<file path="config.mk">
export PLATFORM = sky130hd
export DESIGN_NAME = julian_day_to_calendar_unit
export DESIGN_NICKNAME = d
export VERILOG_FILES = /design/src/hdl/jdc_pkg.sv /design/src/hdl/jdc_tod.sv /design/src/hdl/julian_day_to_calendar_unit.sv
export VERILOG_INCLUDE_DIRS = /design/src /design/src/hdl
export SDC_FILE = /design/constraint.sdc
export NUM_CORES = 2
export LEC_CHECK = 0
export BUFFER_PORTS_ARGS = -buffer_cell sky130_fd_sc_hd__buf_4
export CAP_MARGIN = 20
export CORE_UTILIZATION = 64
export CTS_CLUSTER_SIZE = 28
export DETAILED_ROUTE_END_ITERATION = 10
export GPL_TIMING_DRIVEN = 0
export PLACE_DENSITY = 0.87
export REMOVE_ABC_BUFFERS = 1
export SYNTH_ARGS = -nofsm -noshare
export SYNTH_HDL_FRONTEND = slang
export SYNTH_SLANG_ARGS = --single-unit
</file>
<file path="constraint.sdc">
create_clock -name clk -period 9.3 [get_ports clk]
set_input_delay 1.86 -clock clk [delete_from_list [all_inputs] [get_ports clk]]
set_output_delay 1.86 -clock clk [all_outputs]
set_load 0.1 [all_outputs]
</file>
<file path="src/hdl/julian_day_to_calendar_unit_defines.svh">
// Assertion macros shared by the Julian date converter RTL.
`ifndef JULIAN_DAY_TO_CALENDAR_UNIT_DEFINES_SVH
`define JULIAN_DAY_TO_CALENDAR_UNIT_DEFINES_SVH

// Checks that the consequent holds in the same cycle as the antecedent.
`define JDC_ASSERT_NOW(label, ante, cons) \
    label: assert property (@(posedge clk) disable iff (!rst_n) (ante) |-> (cons)) \
        else $error("jdc assertion failed: same-cycle implication");

// Checks that the consequent holds in the cycle after the antecedent.
`define JDC_ASSERT_NEXT(label, ante, cons) \
    label: assert property (@(posedge clk) disable iff (!rst_n) (ante) |=> (cons)) \
        else $error("jdc assertion failed: next-cycle implication");

`endif

</file>
<file path="src/hdl/jdc_pkg.sv">
// Shared constants, tables and types of the Julian date converter.
`default_nettype none

package jdc_pkg;

    localparam int FRAC_BITS = 32;
    localparam int DAY_BITS  = 22;
    localparam int IN_BITS   = DAY_BITS + FRAC_BITS;

    localparam logic [IN_BITS-1:0] HALF_DAY = IN_BITS'(1) << (FRAC_BITS - 1);
    localparam logic [IN_BITS-1:0] LOW_LIMIT =
        (IN_BITS'(2415079) << FRAC_BITS) + HALF_DAY;
    localparam logic [IN_BITS-1:0] HIGH_LIMIT =
        (IN_BITS'(2488128) << FRAC_BITS) + ((IN_BITS'(49) << FRAC_BITS) / 100);

    // Across the whole window the century correction nets out to a fixed offset.
    localparam logic [DAY_BITS-1:0] C_OFFSET = DAY_BITS'(1537);

    localparam int N_BITS = 27;
    localparam logic [N_BITS-1:0] N_OFFSET = N_BITS'(28298);

    localparam int Q_BITS      = 15;
    localparam int RECIP_SHIFT = 32;
    localparam int RECIP_BITS  = 20;
    localparam int PROD_BITS   = N_BITS + RECIP_BITS;
    localparam logic [N_BITS-1:0] YEAR_DIV = N_BITS'(7305);
    localparam logic [RECIP_BITS-1:0] YEAR_RECIP =
        RECIP_BITS'((64'd1 << RECIP_SHIFT) / 7305);

    localparam int E_BITS = 24;
    localparam logic [E_BITS-1:0] DAYS_PER_YEAR = E_BITS'(365);

    localparam int G_BITS = 10;
    localparam int F_BITS = 5;
    localparam int F_MAX  = 16;
    localparam logic [F_BITS-1:0] F_JANUARY = F_BITS'(14);
    localparam logic [F_BITS-1:0] F_YEAR_WRAP = F_BITS'(13);
    localparam logic [3:0] MONTH_MARCH = 4'd3;
    localparam logic [Q_BITS-1:0] YEAR_OFFSET = Q_BITS'(4715);

    // Floor of 30.6001 times the month index.
    localparam logic [G_BITS-1:0] MONTH_FLOOR [0:F_MAX] = '{
        10'd0,   10'd30,  10'd61,  10'd91,  10'd122, 10'd153,
        10'd183, 10'd214, 10'd244, 10'd275, 10'd306, 10'd336,
        10'd367, 10'd397, 10'd428, 10'd459, 10'd489
    };

    // Ceiling of 30.6001 times the month index.
    localparam logic [G_BITS-1:0] MONTH_CEIL [1:F_MAX] = '{
        10'd31,  10'd62,  10'd92,  10'd123, 10'd154, 10'd184,
        10'd215, 10'd245, 10'd276, 10'd307, 10'd337, 10'd368,
        10'd398, 10'd429, 10'd460, 10'd490
    };

    typedef struct packed {
        logic s2;
        logic s3;
        logic s4;
    } tod_adv_t;

endpackage

`default_nettype wire

</file>
<file path="src/hdl/jdc_tod.sv">
// Time-of-day pipeline: splits the day fraction into hour, minute and second.
`default_nettype none

module jdc_tod (
    input  logic                            clk,
    input  jdc_pkg::tod_adv_t               adv,
    input  logic [jdc_pkg::FRAC_BITS-1:0]   frac,
    output logic [4:0]                      hour,
    output logic [5:0]                      minute,
    output logic [5:0]                      second
);
    import jdc_pkg::*;

    localparam int HP_W = FRAC_BITS + 5;
    localparam int MP_W = FRAC_BITS + 6;

    logic [HP_W-1:0]      hour_prod;
    logic [MP_W-1:0]      min_prod;
    logic [MP_W-1:0]      sec_prod;
    logic [4:0]           hour_s2_reg;
    logic [4:0]           hour_s3_reg;
    logic [4:0]           hour_s4_reg;
    logic [5:0]           minute_s3_reg;
    logic [5:0]           minute_s4_reg;
    logic [5:0]           second_s4_reg;
    logic [FRAC_BITS-1:0] rem_h_reg;
    logic [FRAC_BITS-1:0] rem_m_reg;

    always_comb
    begin
        hour_prod = HP_W'(frac) * HP_W'(24);
        min_prod  = MP_W'(rem_h_reg) * MP_W'(60);
        sec_prod  = MP_W'(rem_m_reg) * MP_W'(60);
    end

    always_ff @(posedge clk)
    begin
        if (adv.s2)
        begin
            hour_s2_reg <= hour_prod[FRAC_BITS +: 5];
            rem_h_reg   <= hour_prod[FRAC_BITS-1:0];
        end
        if (adv.s3)
        begin
            hour_s3_reg   <= hour_s2_reg;
            minute_s3_reg <= min_prod[FRAC_BITS +: 6];
            rem_m_reg     <= min_prod[FRAC_BITS-1:0];
        end
        if (adv.s4)
        begin
            hour_s4_reg   <= hour_s3_reg;
            minute_s4_reg <= minute_s3_reg;
            second_s4_reg <= sec_prod[FRAC_BITS +: 6];
        end
    end

    assign hour   = hour_s4_reg;
    assign minute = minute_s4_reg;
    assign second = second_s4_reg;

endmodule

`default_nettype wire

</file>
<file path="src/hdl/julian_day_to_calendar_unit.sv">
// Julian date to Gregorian date and time-of-day converter, top level.
//
// The converter takes one Julian date per cycle while out_stall is low and passes it through
// a seven-stage pipeline that includes the output register; the stages hold the range check,
// the century correction, a reciprocal multiply and a correction for the year count, the
// day-of-year subtraction, the month search and the final assembly, with the time of day
// split alongside. Each stage advances whenever the stage after it is empty or moving, so
// bubbles close up and a stall on the output holds all items in place.
// Dates outside 2415079.5 to 2488128.49 return out_of_range set and all other fields zero.
`default_nettype none
`include "julian_day_to_calendar_unit_defines.svh"

module julian_day_to_calendar_unit (
    input  logic                          clk,
    input  logic                          rst_n,
    input  logic                          in_valid,
    output logic                          in_stall,
    input  logic [jdc_pkg::IN_BITS-1:0]   julian_date,
    output logic                          out_valid,
    input  logic                          out_stall,
    output logic                          out_of_range,
    output logic [11:0]                   year,
    output logic [3:0]                    month,
    output logic [4:0]                    day_of_month,
    output logic [4:0]                    hour,
    output logic [5:0]                    minute,
    output logic [5:0]                    second
);
    import jdc_pkg::*;

    logic en1, en2, en3, en4, en5, en6, en7;
    logic v1_reg, v2_reg, v3_reg, v4_reg, v5_reg, v6_reg, v7_reg;
    tod_adv_t tod_adv;

    logic                 oor1_next;
    logic [IN_BITS-1:0]   shifted;
    logic                 oor1_reg;
    logic [DAY_BITS-1:0]  a1_reg;
    logic [FRAC_BITS-1:0] frac1_reg;

    logic [DAY_BITS-1:0]  c2_next;
    logic [N_BITS-1:0]    n2_next;
    logic                 oor2_reg;
    logic [DAY_BITS-1:0]  c2_reg;
    logic [N_BITS-1:0]    n2_reg;

    logic [PROD_BITS-1:0] q_prod;
    logic                 oor3_reg;
    logic [DAY_BITS-1:0]  c3_reg;
    logic [N_BITS-1:0]    n3_reg;
    logic [Q_BITS-1:0]    q3_reg;

    logic [N_BITS-1:0]    q_rem;
    logic [Q_BITS-1:0]    d4_next;
    logic                 oor4_reg;
    logic [DAY_BITS-1:0]  c4_reg;
    logic [Q_BITS-1:0]    d4_reg;

    logic [E_BITS-1:0]    e_days;
    logic [E_BITS-1:0]    g_full;
    logic [4:0]           hour4;
    logic [5:0]           minute4;
    logic [5:0]           second4;
    logic                 oor5_reg;
    logic [Q_BITS-1:0]    d5_reg;
    logic [G_BITS-1:0]    g5_reg;
    logic [4:0]           hour5_reg;
    logic [5:0]           minute5_reg;
    logic [5:0]           second5_reg;

    logic [F_BITS-1:0]    f6_next;
    logic                 oor6_reg;
    logic [Q_BITS-1:0]    d6_reg;
    logic [G_BITS-1:0]    g6_reg;
    logic [F_BITS-1:0]    f6_reg;
    logic [4:0]           hour6_reg;
    logic [5:0]           minute6_reg;
    logic [5:0]           second6_reg;

    logic [G_BITS-1:0]    day_full;
    logic [F_BITS-1:0]    month_full;
    logic [3:0]           month7_next;
    logic [Q_BITS-1:0]    year_full;
    logic                 oor7_reg;
    logic [11:0]          year7_reg;
    logic [3:0]           month7_reg;
    logic [4:0]           day7_reg;
    logic [4:0]           hour7_reg;
    logic [5:0]           minute7_reg;
    logic [5:0]           second7_reg;

    logic                 oor_fields_zero;
    logic                 fields_in_range;

    always_comb
    begin
        en7 = !v7_reg || !out_stall;
        en6 = !v6_reg || en7;
        en5 = !v5_reg || en6;
        en4 = !v4_reg || en5;
        en3 = !v3_reg || en4;
        en2 = !v2_reg || en3;
        en1 = !v1_reg || en2;
        tod_adv.s2 = en2;
        tod_adv.s3 = en3;
        tod_adv.s4 = en4;
    end

    assign in_stall  = !en1;
    assign out_valid = v7_reg;

    always_ff @(posedge clk or negedge rst_n)
    begin
        if (!rst_n)
        begin
            v1_reg <= 1'b0;
            v2_reg <= 1'b0;
            v3_reg <= 1'b0;
            v4_reg <= 1'b0;
            v5_reg <= 1'b0;
            v6_reg <= 1'b0;
            v7_reg <= 1'b0;
        end
        else
        begin
            if (en1) v1_reg <= in_valid;
            if (en2) v2_reg <= v1_reg;
            if (en3) v3_reg <= v2_reg;
            if (en4) v4_reg <= v3_reg;
            if (en5) v5_reg <= v4_reg;
            if (en6) v6_reg <= v5_reg;
            if (en7) v7_reg <= v6_reg;
        end
    end

    always_comb
    begin
        oor1_next = (julian_date < LOW_LIMIT) || (julian_date > HIGH_LIMIT);
        shifted   = julian_date + HALF_DAY;

        c2_next = a1_reg + C_OFFSET;
        n2_next = (N_BITS'(a1_reg) << 4) + (N_BITS'(a1_reg) << 2) + N_OFFSET;

        q_prod = PROD_BITS'(n2_reg) * PROD_BITS'(YEAR_RECIP);

        q_rem   = n3_reg - N_BITS'(q3_reg) * YEAR_DIV;
        d4_next = q3_reg + Q_BITS'(q_rem >= YEAR_DIV);

        e_days = E_BITS'(d4_reg) * DAYS_PER_YEAR + E_BITS'(d4_reg >> 2);
        g_full = E_BITS'(c4_reg) - e_days;

        f6_next = '0;
        for (int k = 1; k <= F_MAX; k++)
        begin
            f6_next = f6_next + F_BITS'(g5_reg >= MONTH_CEIL[k]);
        end

        day_full    = g6_reg - MONTH_FLOOR[f6_reg];
        month_full  = (f6_reg >= F_JANUARY) ? f6_reg - F_YEAR_WRAP : f6_reg - F_BITS'(1);
        month7_next = month_full[3:0];
        year_full   = d6_reg - YEAR_OFFSET - Q_BITS'(month7_next >= MONTH_MARCH);
    end

    jdc_tod u_tod (
        .clk    (clk),
        .adv    (tod_adv),
        .frac   (frac1_reg),
        .hour   (hour4),
        .minute (minute4),
        .second (second4)
    );

    always_ff @(posedge clk)
    begin
        if (en1)
        begin
            oor1_reg  <= oor1_next;
            a1_reg    <= shifted[IN_BITS-1:FRAC_BITS];
            frac1_reg <= shifted[FRAC_BITS-1:0];
        end
        if (en2)
        begin
            oor2_reg <= oor1_reg;
            c2_reg   <= c2_next;
            n2_reg   <= n2_next;
        end
        if (en3)
        begin
            oor3_reg <= oor2_reg;
            c3_reg   <= c2_reg;
            n3_reg   <= n2_reg;
            q3_reg   <= q_prod[RECIP_SHIFT +: Q_BITS];
        end
        if (en4)
        begin
            oor4_reg <= oor3_reg;
            c4_reg   <= c3_reg;
            d4_reg   <= d4_next;
        end
        if (en5)
        begin
            oor5_reg    <= oor4_reg;
            d5_reg      <= d4_reg;
            g5_reg      <= g_full[G_BITS-1:0];
            hour5_reg   <= hour4;
            minute5_reg <= minute4;
            second5_reg <= second4;
        end
        if (en6)
        begin
            oor6_reg    <= oor5_reg;
            d6_reg      <= d5_reg;
            g6_reg      <= g5_reg;
            f6_reg      <= f6_next;
            hour6_reg   <= hour5_reg;
            minute6_reg <= minute5_reg;
            second6_reg <= second5_reg;
        end
        if (en7)
        begin
            oor7_reg    <= oor6_reg;
            year7_reg   <= oor6_reg ? '0 : year_full[11:0];
            month7_reg  <= oor6_reg ? '0 : month7_next;
            day7_reg    <= oor6_reg ? '0 : day_full[4:0];
            hour7_reg   <= oor6_reg ? '0 : hour6_reg;
            minute7_reg <= oor6_reg ? '0 : minute6_reg;
            second7_reg <= oor6_reg ? '0 : second6_reg;
        end
    end

    assign out_of_range = oor7_reg;
    assign year         = year7_reg;
    assign month        = month7_reg;
    assign day_of_month = day7_reg;
    assign hour         = hour7_reg;
    assign minute       = minute7_reg;
    assign second       = second7_reg;

    assign oor_fields_zero = year == '0 && month == '0 && day_of_month == '0
                             && hour == '0 && minute == '0 && second == '0;
    assign fields_in_range = month >= 4'd1 && month <= 4'd12 && day_of_month != '0
                             && hour <= 5'd23 && minute <= 6'd59 && second <= 6'd59;

    `JDC_ASSERT_NOW(a_oor_fields_zero, out_valid && out_of_range, oor_fields_zero)
    `JDC_ASSERT_NOW(a_fields_sane, out_valid && !out_of_range, fields_in_range)
    `JDC_ASSERT_NOW(a_flow_through, !out_stall, !in_stall)

endmodule

`default_nettype wire

</file>
==> flow_summary.ini <==
[clocking]
cts_hold_buf = 0
cts_resized = 0
cts_num_sinks = 380
htreeDepth = 2
clkLatencyLatePin_ns = 0.57
clkTransAtPathRegs_ns = 0.06
numCtsBuffers = 42
clock_path_buffers = 3
cts_root_buf = clkbuf_16
cts_setup_buffers = 0
cts_tree = built

[layout]
diodes = 0
drive_gt1_share_pct = 6.760
largest_reg_flops = 32
area_delta_synth_final_pct = 9.060
utilization_pct = 70.65
fin_nets = 3920

[setup_path]
cp-end-kind = register
path_class = register to register
critPathMaxFanout = 8
critPathRequiredTime_ns = 9.60
critPathArrivalTime_ns = 8.10
cp-start-kind = register
reg2reg_depth = 24

[synth]
synthDistinctLibCells = 75
synth_area_per_cell_um2 = 11.99
yosysSeqAreaShare_pct = 33.42
synth.cell_area_um2 = 34040
synth_edf_count = 373
async_reset_ff_share_pct = 1.842
synthFlopType = edfxtp_1
synth_cells = 2838
yosys_register_bits = 380
synth_warnings = 0

[sta]
setup_tns_ns = 0
worstMarginPinSlew_ns = 1.006
rsz0062_at_grt = no
clock.fmax_ghz = 0.1281
finalHoldViolations = 0
fin_crit_ns = 7.805
finalMaxSlewViolations = 0
skew_ns = 0.02261
slew-limit-headroom_pct = 32.73
finalSetupViolations = 0
final.period_utilization_pct = 83.93

[global_route]
grt_start_max_net_pins = 66
grt_overflow = 0
antenna_found_initial = 1
globalRouteTotalUtil_pct = 26.40
grt_pass1_vias = 23180
grt_pass1_wl_um = 113100

[detailed_routing]
first_iter_violations = 1223
wire_per_inst_um = 18.41
drc = 0
routed_via_density = 5.797
vias = 21400
antenna_left = 0
first_pass_iters = 6
drt_wl_total_um = 67960

[place]
io_buffers = 98
dp_hpwl_um = 53160
place.gp.congestion = 0.9083

[run]
drv_cap = 0

[die]
die_area_um2 = 54120
start_util_pct = 64.78
core_um2 = 52550
rows = 84
die_x_um = 232.6
dieHeight_um = 232.6
num_io_pins = 99

[run_status]
run_status = complete, no violations

[min_path]
hold_class = register to register
hold_depth = 0
==> worst paths after layout <==
kind                            slack [ns]                        startpoint                         to
worst min register to register        0.42  u_tod.minute_s3_reg[1]$_DFFE_PP_  u_tod.minute[1]$_DFFE_PP_
max in group asynchronous             8.07                             rst_n         v6_reg$_DFFE_PN0P_
worst max-delay path                  1.49               q3_reg[1]$_DFFE_PP_       d4_reg[10]$_DFFE_PP_
worst min-delay path                  0.42  u_tod.minute_s3_reg[1]$_DFFE_PP_  u_tod.minute[1]$_DFFE_PP_
worst max register to register        1.49               q3_reg[1]$_DFFE_PP_       d4_reg[10]$_DFFE_PP_
min in group asynchronous             1.10                             rst_n         v4_reg$_DFFE_PN0P_
==> cell usage in the layout, fill, tap and decap left out, drive strengths merged, types with 17 or more instances in the layout <==
| cell type | n |
|---|---|
| a31oi | 17 |
| o21ai | 64 |
| xnor2 | 137 |
| a211oi | 20 |
| o21bai | 24 |
| edfxtp | 373 |
| inv | 495 |
| a21oi | 138 |
| nor3 | 30 |
| nor2 | 111 |
| nor2b | 38 |
| clkbuf | 52 |
| and3 | 23 |
| clkinv | 18 |
| buf | 105 |
| a21o | 72 |
| nand2b | 23 |
| nand2 | 89 |
| nand3 | 43 |
| ha | 511 |
| fa | 382 |
| xor2 | 59 |
==> logic make-up (layout without fill, tap and decap cells) <==
family	count (synthesis)	in the layout	share of synthesized area [%]
mux	7	7	0.2132
fa+ha+maj	893	893	41.25
flops	380	380	33.42
simple gates	424	424	6.204
xor+xnor	196	196	5.065
compound gates	426	426	8.197
buf+inv	512	677	5.657
==> Yosys cell counts, drive strengths merged, types with 3 or more instances <==
library cell	count	area, um2
o21ai	64	320.3
o21a	16	120.1
dfrtp	7	175.2
xor2	59	524.3
a31o	4	35.03
and2	7	43.79
a21boi	4	33.78
o211ai	7	52.55
nand3	43	215.2
a211o	8	70.07
xnor2	137	1200
nor4b	4	41.29
and4	4	35.03
o22ai	5	31.28
a211oi	20	155.1
edfxtp	373	11200
or2	9	56.30
inv	494	1854
mux2i	5	50.05
nor2	111	416.7
o31ai	6	45.04
o31a	3	27.53
o2111ai	3	26.28
a2111oi	3	26.28
a21o	72	540.5
or3	7	43.79
a41oi	3	26.28
nand2	89	334.1
nor2b	38	237.7
a21oi	138	698.2
nand3b	6	45.04
and3	23	148.9
nor3b	4	30.03
nor4	6	37.54
o21bai	24	180.2
nor3	30	150.1
a31oi	17	106.4
clkbuf	16	60.06
o311ai	5	43.80
a311o	3	30.03
ha	511	6394
a221o	3	30.03
nand2b	23	143.9
fa	382	7647
nand4	16	100.1
==> per-layer routing <==
| layer | track usage, % | wire length (um) | vias to the layer above |
|---|---|---|---|
| li1 | - | - | 9956 |
| met1 | 32.80 | 27330 | 10560 |
| met2 | 47.27 | 35250 | 688 |
| met3 | 3.223 | 3014 | 192 |
| met4 | 9.518 | 2354 | 2 |
| met5 | 0 | 12 | - |
==> area by class of cell <==
cell class / count / area, um2
multi-input cells: 1946 / 20760
repair buffers: 105 / 890.9
inverters: 494 / 1854
clock inverters: 26 / 259.0
clock buffers: 52 / 1120
fillers: 3333 / 15420
well taps: 688 / 860.8
flip-flops and latches: 380 / 11380
==> per-stage QoR <==
step                      std cells  setup WS, ns  area (um2)  hold WS, ns
final                          3691         1.495       37130       0.4169
after floorplan                2820         2.137       33970       0.4003
after global routing           3691         1.083       37130       0.4190
after detailed placement       3613         1.511       35750       0.4045
after CTS                      3691         1.472       37130       0.4150
after global placement         3606         1.666       35570       0.4040
==> critical path: stages, from the launching register on <==
cell and delay (ns):
edfxtp_1 0.60, inv_1 0.26, fa_1 0.55, fa_1 0.56, inv_1 0.05, ha_1 0.33
fa_1 0.52, fa_1 0.52, fa_1 0.51, inv_1 0.04, ha_1 0.40, nand4_1 0.15
or3_1 0.37, o21ai_1 0.30, a21oi_1 0.15, and2b_1 0.22, o311ai_1 0.23, a21oi_1 0.12
xnor2_1 0.16, or4_1 0.61, ha_1 0.26, ha_1 0.23, and3_1 0.22, nand3_1 0.11
xnor2_1 0.08
Power is left out: the tool's default activity adds up to more than one toggle a clock period on the data nets, which glitch-free logic cannot reach.
